## config.mk

```make
export PLATFORM = sky130hd
export DESIGN_NAME = timestamped_log_fifo
export DESIGN_NICKNAME = d
export VERILOG_FILES = /design/src/sv/tlf_pkg.sv /design/src/sv/tlf_ctrl.sv /design/src/sv/tlf_store.sv /design/src/sv/timestamped_log_fifo.sv
export SDC_FILE = /design/constraint.sdc
export NUM_CORES = 1
export LEC_CHECK = 0
export BUFFER_PORTS_ARGS = -buffer_cell sky130_fd_sc_hd__buf_2
export CAP_MARGIN = 20
export CORE_ASPECT_RATIO = 1.5
export CORE_UTILIZATION = 35
export DETAILED_ROUTE_END_ITERATION = 12
export GPL_TIMING_DRIVEN = 0
export HOLD_SLACK_MARGIN = 0.12
export PLACE_DENSITY = 0.53
export SETUP_SLACK_MARGIN = 0.5
export SYNTH_ARGS = -nofsm -noshare
export SYNTH_HDL_FRONTEND = slang
export SYNTH_SLANG_ARGS = --single-unit
```

## constraint.sdc

```tcl
create_clock -name clk -period 9.25 [get_ports clk]
set_input_delay 0.4625 -clock clk [delete_from_list [all_inputs] [get_ports clk]]
set_output_delay 0.4625 -clock clk [all_outputs]
set_load 0.005 [all_outputs]
```

## src/sv/tlf_pkg.sv

```systemverilog
package tlf_pkg;

  // field widths of the request and result channels
  localparam int unsigned TICK_W    = 32;
  localparam int unsigned ORDER_W   = 8;
  localparam int unsigned TYPE_W    = 8;
  localparam int unsigned PAYLOAD_W = 32;

  // request kinds
  typedef enum logic [1:0] {
    KIND_WRITE = 2'd0,
    KIND_READ  = 2'd1,
    KIND_TICK  = 2'd2,
    KIND_CLEAR = 2'd3
  } kind_t;

endpackage

```

## src/sv/tlf_ctrl.sv

```systemverilog
module tlf_ctrl #(
  parameter int unsigned QUEUE_DEPTH = 16,
  parameter int unsigned PTR_W       = 4,
  parameter int unsigned OCC_W       = 5
) (
  input  logic                        clk,
  input  logic                        rst_n,
  input  logic                        req,
  input  tlf_pkg::kind_t              kind,
  output logic                        wr_en,
  output logic [PTR_W-1:0]            wr_addr,
  output logic                        rd_en,
  output logic [PTR_W-1:0]            rd_addr,
  output logic [tlf_pkg::TICK_W-1:0]  stamp_tick,
  output logic [tlf_pkg::ORDER_W-1:0] stamp_order,
  output logic                        valid_r,
  output logic                        ok_r,
  output logic                        pop_r,
  output logic                        full_r,
  output logic                        empty_r
);

  localparam logic [PTR_W-1:0] LAST_PTR  = PTR_W'(QUEUE_DEPTH - 1);
  localparam logic [OCC_W-1:0] FULL_OCC  = OCC_W'(QUEUE_DEPTH);

  logic [PTR_W-1:0]            wr_ptr_r, wr_ptr_nxt;
  logic [PTR_W-1:0]            rd_ptr_r, rd_ptr_nxt;
  logic [OCC_W-1:0]            occ_r, occ_nxt;
  logic [tlf_pkg::TICK_W-1:0]  tick_r, tick_nxt;
  logic [tlf_pkg::ORDER_W-1:0] order_r, order_nxt;
  logic                        ok_nxt, pop_nxt;
  logic                        can_wr, can_rd;

  assign can_wr = (occ_r != FULL_OCC);
  assign can_rd = (occ_r != '0);

  assign wr_addr     = wr_ptr_r;
  assign rd_addr     = rd_ptr_r;
  assign stamp_tick  = tick_r;
  assign stamp_order = order_r;

  // next state for one request
  always_comb begin
    wr_ptr_nxt = wr_ptr_r;
    rd_ptr_nxt = rd_ptr_r;
    occ_nxt    = occ_r;
    tick_nxt   = tick_r;
    order_nxt  = order_r;
    ok_nxt     = 1'b0;
    pop_nxt    = 1'b0;
    wr_en      = 1'b0;
    rd_en      = 1'b0;
    if (req) begin
      unique case (kind)
        tlf_pkg::KIND_WRITE: begin
          if (can_wr) begin
            wr_en      = 1'b1;
            ok_nxt     = 1'b1;
            order_nxt  = order_r + 1'b1;
            wr_ptr_nxt = (wr_ptr_r == LAST_PTR) ? '0 : wr_ptr_r + 1'b1;
            occ_nxt    = occ_r + 1'b1;
          end
        end
        tlf_pkg::KIND_READ: begin
          if (can_rd) begin
            rd_en      = 1'b1;
            ok_nxt     = 1'b1;
            pop_nxt    = 1'b1;
            rd_ptr_nxt = (rd_ptr_r == LAST_PTR) ? '0 : rd_ptr_r + 1'b1;
            occ_nxt    = occ_r - 1'b1;
          end
        end
        tlf_pkg::KIND_TICK: begin
          tick_nxt  = tick_r + 1'b1;
          order_nxt = '0;
        end
        tlf_pkg::KIND_CLEAR: begin
          wr_ptr_nxt = '0;
          rd_ptr_nxt = '0;
          occ_nxt    = '0;
        end
        default: begin
        end
      endcase
    end
  end

  // queue state and result flags
  always_ff @(posedge clk) begin
    if (!rst_n) begin
      wr_ptr_r <= '0;
      rd_ptr_r <= '0;
      occ_r    <= '0;
      tick_r   <= '0;
      order_r  <= '0;
      valid_r  <= 1'b0;
      ok_r     <= 1'b0;
      pop_r    <= 1'b0;
      full_r   <= 1'b0;
      empty_r  <= 1'b1;
    end else begin
      wr_ptr_r <= wr_ptr_nxt;
      rd_ptr_r <= rd_ptr_nxt;
      occ_r    <= occ_nxt;
      tick_r   <= tick_nxt;
      order_r  <= order_nxt;
      valid_r  <= req;
      ok_r     <= ok_nxt;
      pop_r    <= pop_nxt;
      full_r   <= (occ_nxt == FULL_OCC);
      empty_r  <= (occ_nxt == '0);
    end
  end

endmodule

```

## src/sv/tlf_store.sv

```systemverilog
module tlf_store #(
  parameter int unsigned QUEUE_DEPTH = 16,
  parameter int unsigned PTR_W       = 4,
  parameter int unsigned STORE_PW    = 32
) (
  input  logic                          clk,
  input  logic                          wr_en,
  input  logic [PTR_W-1:0]              wr_addr,
  input  logic [tlf_pkg::TICK_W-1:0]    wr_tick,
  input  logic [tlf_pkg::ORDER_W-1:0]   wr_order,
  input  logic [tlf_pkg::TYPE_W-1:0]    wr_type,
  input  logic [STORE_PW-1:0]           wr_payload,
  input  logic                          rd_en,
  input  logic [PTR_W-1:0]              rd_addr,
  output logic [tlf_pkg::TICK_W-1:0]    rd_tick_r,
  output logic [tlf_pkg::ORDER_W-1:0]   rd_order_r,
  output logic [tlf_pkg::TYPE_W-1:0]    rd_type_r,
  output logic [STORE_PW-1:0]           rd_payload_r
);

  localparam int unsigned ENTRY_W =
    tlf_pkg::TICK_W + tlf_pkg::ORDER_W + tlf_pkg::TYPE_W + STORE_PW;

  logic [ENTRY_W-1:0] mem [QUEUE_DEPTH];

  // entry write
  always_ff @(posedge clk) begin
    if (wr_en) begin
      mem[wr_addr] <= {wr_tick, wr_order, wr_type, wr_payload};
    end
  end

  // registered read of the oldest entry
  always_ff @(posedge clk) begin
    if (rd_en) begin
      {rd_tick_r, rd_order_r, rd_type_r, rd_payload_r} <= mem[rd_addr];
    end
  end

endmodule

```

## src/sv/timestamped_log_fifo.sv

```systemverilog
// the result strobe (out_valid) is registered and rises in the cycle after a request is accepted
// throughput: one request per cycle; busy is never raised
// the result is held on the out_ ports for one cycle only; the receiver cannot stall
// entry reads come from a registered memory port, written and read once per cycle
// reset (rst_n low, synchronous): pointers, occupancy, tick and order counters to zero
// stored entries are not cleared and are only read once written
module timestamped_log_fifo #(
  parameter int unsigned QUEUE_DEPTH   = 16,
  parameter int unsigned PAYLOAD_BYTES = 4
) (
  input  logic                            clk,
  input  logic                            rst_n,
  input  logic                            start,
  output logic                            busy,
  input  logic [1:0]                      in_kind,
  input  logic [tlf_pkg::TYPE_W-1:0]      in_entry_type,
  input  logic [tlf_pkg::PAYLOAD_W-1:0]   in_entry_payload,
  output logic                            out_valid,
  output logic                            out_ok,
  output logic [tlf_pkg::TICK_W-1:0]      out_read_tick,
  output logic [tlf_pkg::ORDER_W-1:0]     out_read_order,
  output logic [tlf_pkg::TYPE_W-1:0]      out_read_type,
  output logic [tlf_pkg::PAYLOAD_W-1:0]   out_read_payload,
  output logic                            out_is_full,
  output logic                            out_is_empty
);

  localparam int unsigned PTR_W    = (QUEUE_DEPTH > 1) ? $clog2(QUEUE_DEPTH) : 1;
  localparam int unsigned OCC_W    = $clog2(QUEUE_DEPTH + 1);
  localparam int unsigned STORE_PW = (PAYLOAD_BYTES >= 4) ? tlf_pkg::PAYLOAD_W
                                                          : 8 * PAYLOAD_BYTES;

  logic                        req;
  logic                        wr_en, rd_en;
  logic [PTR_W-1:0]            wr_addr, rd_addr;
  logic [tlf_pkg::TICK_W-1:0]  stamp_tick;
  logic [tlf_pkg::ORDER_W-1:0] stamp_order;
  logic                        pop_r;
  logic [tlf_pkg::TICK_W-1:0]  rd_tick_r;
  logic [tlf_pkg::ORDER_W-1:0] rd_order_r;
  logic [tlf_pkg::TYPE_W-1:0]  rd_type_r;
  logic [STORE_PW-1:0]         rd_payload_r;

  // a request is taken in every cycle
  assign busy = 1'b0;
  assign req  = start & ~busy;

  tlf_ctrl #(
    .QUEUE_DEPTH (QUEUE_DEPTH),
    .PTR_W       (PTR_W),
    .OCC_W       (OCC_W)
  ) u_ctrl (
    .clk         (clk),
    .rst_n       (rst_n),
    .req         (req),
    .kind        (tlf_pkg::kind_t'(in_kind)),
    .wr_en       (wr_en),
    .wr_addr     (wr_addr),
    .rd_en       (rd_en),
    .rd_addr     (rd_addr),
    .stamp_tick  (stamp_tick),
    .stamp_order (stamp_order),
    .valid_r     (out_valid),
    .ok_r        (out_ok),
    .pop_r       (pop_r),
    .full_r      (out_is_full),
    .empty_r     (out_is_empty)
  );

  tlf_store #(
    .QUEUE_DEPTH (QUEUE_DEPTH),
    .PTR_W       (PTR_W),
    .STORE_PW    (STORE_PW)
  ) u_store (
    .clk          (clk),
    .wr_en        (wr_en),
    .wr_addr      (wr_addr),
    .wr_tick      (stamp_tick),
    .wr_order     (stamp_order),
    .wr_type      (in_entry_type),
    .wr_payload   (in_entry_payload[STORE_PW-1:0]),
    .rd_en        (rd_en),
    .rd_addr      (rd_addr),
    .rd_tick_r    (rd_tick_r),
    .rd_order_r   (rd_order_r),
    .rd_type_r    (rd_type_r),
    .rd_payload_r (rd_payload_r)
  );

  // popped entry fields, zero when no entry came out
  assign out_read_tick    = pop_r ? rd_tick_r  : '0;
  assign out_read_order   = pop_r ? rd_order_r : '0;
  assign out_read_type    = pop_r ? rd_type_r  : '0;
  assign out_read_payload = pop_r ? tlf_pkg::PAYLOAD_W'(rd_payload_r) : '0;

endmodule

```

; Yosys cells after proc, flatten, opt, wreduce, memory -nomap -nowiden
; Memories as Yosys holds them, arrays and structs flattened. A register that Yosys moved wholly into a read port is not among the register bits.
; Index checks and enable logic that the tools add are counted.
[totals]
ff_bits = 58
latchBits = 0
mem_bits_rw = 1280
rom_bits = 0
inputBits = 45
output_inout_bits = 85
wordCells = 62
mem_count = 1
[classes]
n_addsub = 6
multipliers = 0
n_div = 0
magnitude_cmp = 0
n_eq_ne = 9
shift = 0
mux = 25
bitwise_logic = 0
n_reduce_logical = 11
[mem_list]
columns = name, words, word_bits, rd, rd_clocked_by_memory_dff, wr, line
row1 = u_store.mem, 16, 80, 1, 1, 1, tlf_store.sv:24  ; logic [ENTRY_W-1:0] mem [QUEUE_DEPTH];
[op_table]
columns = op, n
row1 = two-way mux 32 bit, 2
row2 = adder 32 x 1 -> 32 bit (second input constant), 1
row3 = two-way mux 8 bit, 3
row4 = two-way mux 4 bit, 4
row5 = case mux 4 bit (2 select lines), 2
row6 = case mux 8 bit (2 select lines), 1
row7 = two-way mux 5 bit, 3
row8 = case mux 5 bit (3 select lines), 1
row9 = AND reduction 3 bit, 3
row10 = adder 4 x 1 -> 4 bit (second input constant), 2
row11 = adder 8 x 1 -> 8 bit (second input constant), 1
row12 = equality test 4 bit (second input constant), 2
row13 = two-way mux 1 bit, 8
row14 = nonzero test 2 bit, 3
row15 = adder 5 x 1 -> 5 bit (second input constant), 1
row16 = equality test 5 bit (second input constant), 1
row17 = zero test 5 bit, 1
row18 = inequality test 5 bit (second input constant), 1
row19 = nonzero test 5 bit, 1
row20 = subtractor 5 x 1 -> 5 bit (second input constant), 1
row21 = equality test 2 bit (second input constant), 2
row22 = inequality test 2 x 1 -> 1 bit (second input constant), 2
row23 = AND reduction 2 bit, 2
row24 = equality test 2 x 1 -> 1 bit (second input constant), 1
row25 = other kinds (2), 2

; Longest topological paths before layout
[depth]
depth_word = 6
depth_mapped = 8
depth_no_buf = 8

; By module
; From an unflattened synthesis, not the netlist that was laid out.
[unflattened]
hier_cells = 2492
area_unflattened_um2 = 53741.5
[by_module_without_submodules]
columns = module, n_inst, cells_each, area_each_um2, seq_area_each_um2
row1 = tlf_store, 1, 2054, 50223.2, 40839.2
row2 = tlf_ctrl, 1, 348, 2866.5, 1161.1
row3 = timestamped_log_fifo, 1, 90, 651.9, 0.0

; Worst setup path before layout
; OpenSTA, ideal clock, no wires.
[synth_path]
path_kind = flip-flop to flip-flop
start = register u_ctrl.occ_r[0]
end = register u_store.rd_order_r[0] in the netlist's numbering, read port of u_store.mem, enable pin
setup_time_ns = 0.525
arrival_time_ns = 4.527
t_required_ns = 8.725
slack_ns = 4.198
stages_incl_launch_ff = 6
path_buffers = 0
synth_period_minus_slack_ns = 5.052
cell_sequence = dfxtp_1 -> inv_1 -> ha_1 -> or3b_4 -> o21ai_0 -> nor2_1
[synth_between]
elab_chain_len = 4
[synth_rtl]
columns = element, line
row1 = "start, declared", tlf_ctrl.sv:28  ; logic [OCC_W-1:0] occ_r, occ_nxt;
row2 = "start signal, assigned", tlf_ctrl.sv:104  ; occ_r <= occ_nxt;
row3 = nonzero test 5 bit, tlf_ctrl.sv:35  ; assign can_rd = (occ_r != '0);
row4 = two-way mux 1 bit, tlf_ctrl.sv:65  ; if (can_rd) begin
row5 = two-way mux 1 bit (2 in a row), n/a
row6 = net rd_en, timestamped_log_fifo.sv:34  ; logic wr_en, rd_en;
row7 = "end, declared", tlf_store.sv:16  ; output logic [tlf_pkg::ORDER_W-1:0] rd_order_r,
; The timed path passes the listed nets, and every way through them passes these cells.
; A chain may end at the register's enable or synchronous reset.

==> reports/results.ini <==
[status]
status=completed

[power_and_ir_drop]
p_int_uw=10200
p_clk_share_pct=43.3
peakVddDrop_v=0.000196
power_density_nw_per_um2=202
p_seq_share_pct=55.1
comb_power_share_pct=1.6
netSwitchingPower_uw=2500
p_sw_share_pct=19.6
power.leakage_uw=0.0188
total_power_uw=12700

[die]
io-pin-count=130
row_count=175
core_area_um2=152000
dieHeight_um=482
start_util_pct=35.4
dieArea_um2=155000
die_w_um=322

[clocking]
postCtsSetupBuffers=0
ctsLongestPathBuffers=3
cts_sinks=1418
cts_buffers=134
path_clk_slew_ns=0.07
cts_root_buf=clkbuf_16
htreeDepth=4
clkLatencyLatePin_ns=0.76
cts_tree=yes

[timing]
fin_skew_ns=0.0232
rsz0062_at_grt=no
fin_setup_tns_ns=0
finalCritPeriodShare_pct=40.3
final_hold_viol_count=0
whs_ns=0.228
slew_headroom_pct=24.6
setup_viol=0
worst_pin_slew_ns=1.13
post-route-min-period_ns=3.73
fmax_mhz=268
slew_viol_final=0

[drt]
firstDrtPassIters=5
ant_nets=0
vias_per_cell=5.26
wl_per_cell_um=29.3
drtIter0Drc=2573
vias=25200
wirelength_um=140000
drc=0

[synth]
yosysTopAreaCellShare_pct=75.9
synth_nets=2356
syn_area_per_cell_um2=23.4
post-synth-top-area-cell=edfxtp_1
synth_edf_count=1360
ys_ff_latch=1418
synth_area_um2=53800
synthArstFlopShare_pct=0
synthCells=2302
yosysSeqAreaShare_pct=78.1
ys.flop_type=edfxtp_1
netlist_top_cells_area=edfxtp_1, mux4_2, dfxtp_1
yosysUniqueCellTypes=51
yosys_warnings=0

[global_route]
grt_usage_pct=18.3
grt-ovfl-total=0
antenna_found_initial=11
grt_pass1_wl_um=199000
grt_max_degree=40
grt_pass1_vias=27100

[final_layout]
final_area_um2=62900
num-nets-final=2705
final_layout_size_suffix_gt1_share_pct=29.8
final_common_cell=edfxtp_1
layoutNonFillerInstCount=4793
most-common-layout-cells=edfxtp_1, mux4_2, buf_2
syn2layout_area_growth_pct=16.9

[setup_path]
crit_family=buffers and inverters
crit_fanout=10
crit_required_ns=9.72
r2r_start=u_ctrl.rd_addr[1]
cp_slowest_cell=clkbuf_1
startpoint=u_ctrl.rd_addr[1]
worstSetupPathType=flop to flop
cp-start-kind=flop
slowest_delay_ns=0.90
worstPathCellList=buf_2, clkbuf_1, clkbuf_1, mux4_2, mux4_2
cp_data_arrival_time_ns=4.19
worst-path-buf-inv=3
critPathCaptureType=flop

[place]
place_area_um2=58100
dp.cells=4509
dp_hpwl_um=80400
gp_congestion=0.753
port_buffers=128

[job]
drv_cap=0

[min_path]
worstHoldStart=start
min_path_type=input pin to flop

## repair_timing
action | in CTS | in global routing
endpoints found under the hold margin | 642 | 0
resized for setup | 0 | 0
setup endpoints to repair | 0 | 0
hold buffers | 41 | 0
## stage by stage
step           util [%]  setup slack [ns]
6_report           41.3              5.52
5_1_grt            41.3              5.49
4_1_cts            41.3              5.44
3_5_place_dp       38.2              5.46
3_3_place_gp       37.4             -1.70
2_1_floorplan         -              4.20
## cells by family after synthesis
kind of cell    Yosys count  synth area share, %
flops                  1418                 78.1
mux                     402                 16.8
simple gates            269                 2.81
buf+inv                 125                 1.05
compound gates           44                0.526
xor+xnor                 34                0.553
fa+ha+maj                 9                0.209
other cells               1              0.00697
## layer usage
| layer | up-vias | wire length [um] | GRT usage [%] |
|---|---|---|---|
| met3 | 219 | 7790 | 3.01 |
| li1 | 10400 | - | - |
| met2 | 837 | 73300 | 32.3 |
| met1 | 13700 | 56000 | 23.5 |
| met4 | 4 | 3050 | 4.64 |
| met5 | - | 26 | 0 |
## sequential cells by signal, summed over array words and instances, names as in the netlist, 4 cells and up
signal                cells
u_ctrl.occ_r              5
u_ctrl.rd_addr            4
u_ctrl.stamp_order        8
u_ctrl.stamp_tick        32
u_ctrl.wr_addr            4
u_store.mem            1280
u_store.rd_order_r        8
u_store.rd_payload_r     32
u_store.rd_tick_r        32
u_store.rd_type_r         8
## tightest hold or removal path: cells and delay by family
family                 cells  cell delay [ns]
AO/OA/AOI/OAI              1             0.06
buffers and inverters      1             0.11
AND/OR/NAND/NOR            2             0.30
## cells in the mapped netlist, drive strengths merged, types with 3 or more instances
cell,count
nand3,28
nor3,7
nor4,7
edfxtp,1360
nand4,12
inv,12
a22oi,5
nand2,22
and3,9
and2,104
mux4,400
xor2,22
nor2,47
o21ai,10
and4,7
or3,6
clkbuf,55
nand2b,7
xnor2,12
nor2b,3
a21oi,14
dfxtp,58
ha,9
buf,58
## power groups by stage
stage / Clock (uW) / Sequential (uW) / Combinational, uW
finish: 5510 / 7010 / 204
global route: 5830 / 7010 / 221
CTS: 5620 / 7010 / 208
detailed placement: 0 / 7150 / 191
global placement: 0 / 7150 / 177
floorplan: 0 / 7150 / 94.7
## area by class of cell
cell class                 count  area, um^2
buffer                       113         522
clock buffer                 166        3610
antenna                        6        15.0
timing repair buffer         213        2130
tap                         2035        2550
sequential                  1418       42000
fill                       13200       89300
clock inverter                71         721
inverter                      12        45.0
multi-input combinational    759       11300
## path summary, 6_finish.rpt
kind / endpoint / slack [ns] / cells after the start
min: u_ctrl.stamp_tick[1] / 0.23 / 4
max reg2reg: u_store.rd_tick_r[26] / 5.52 / 5
min reg2reg: u_ctrl.wr_addr[2] / 0.55 / 2
max: u_store.rd_tick_r[26] / 5.52 / 5
(Power assumes the default switching activity.)
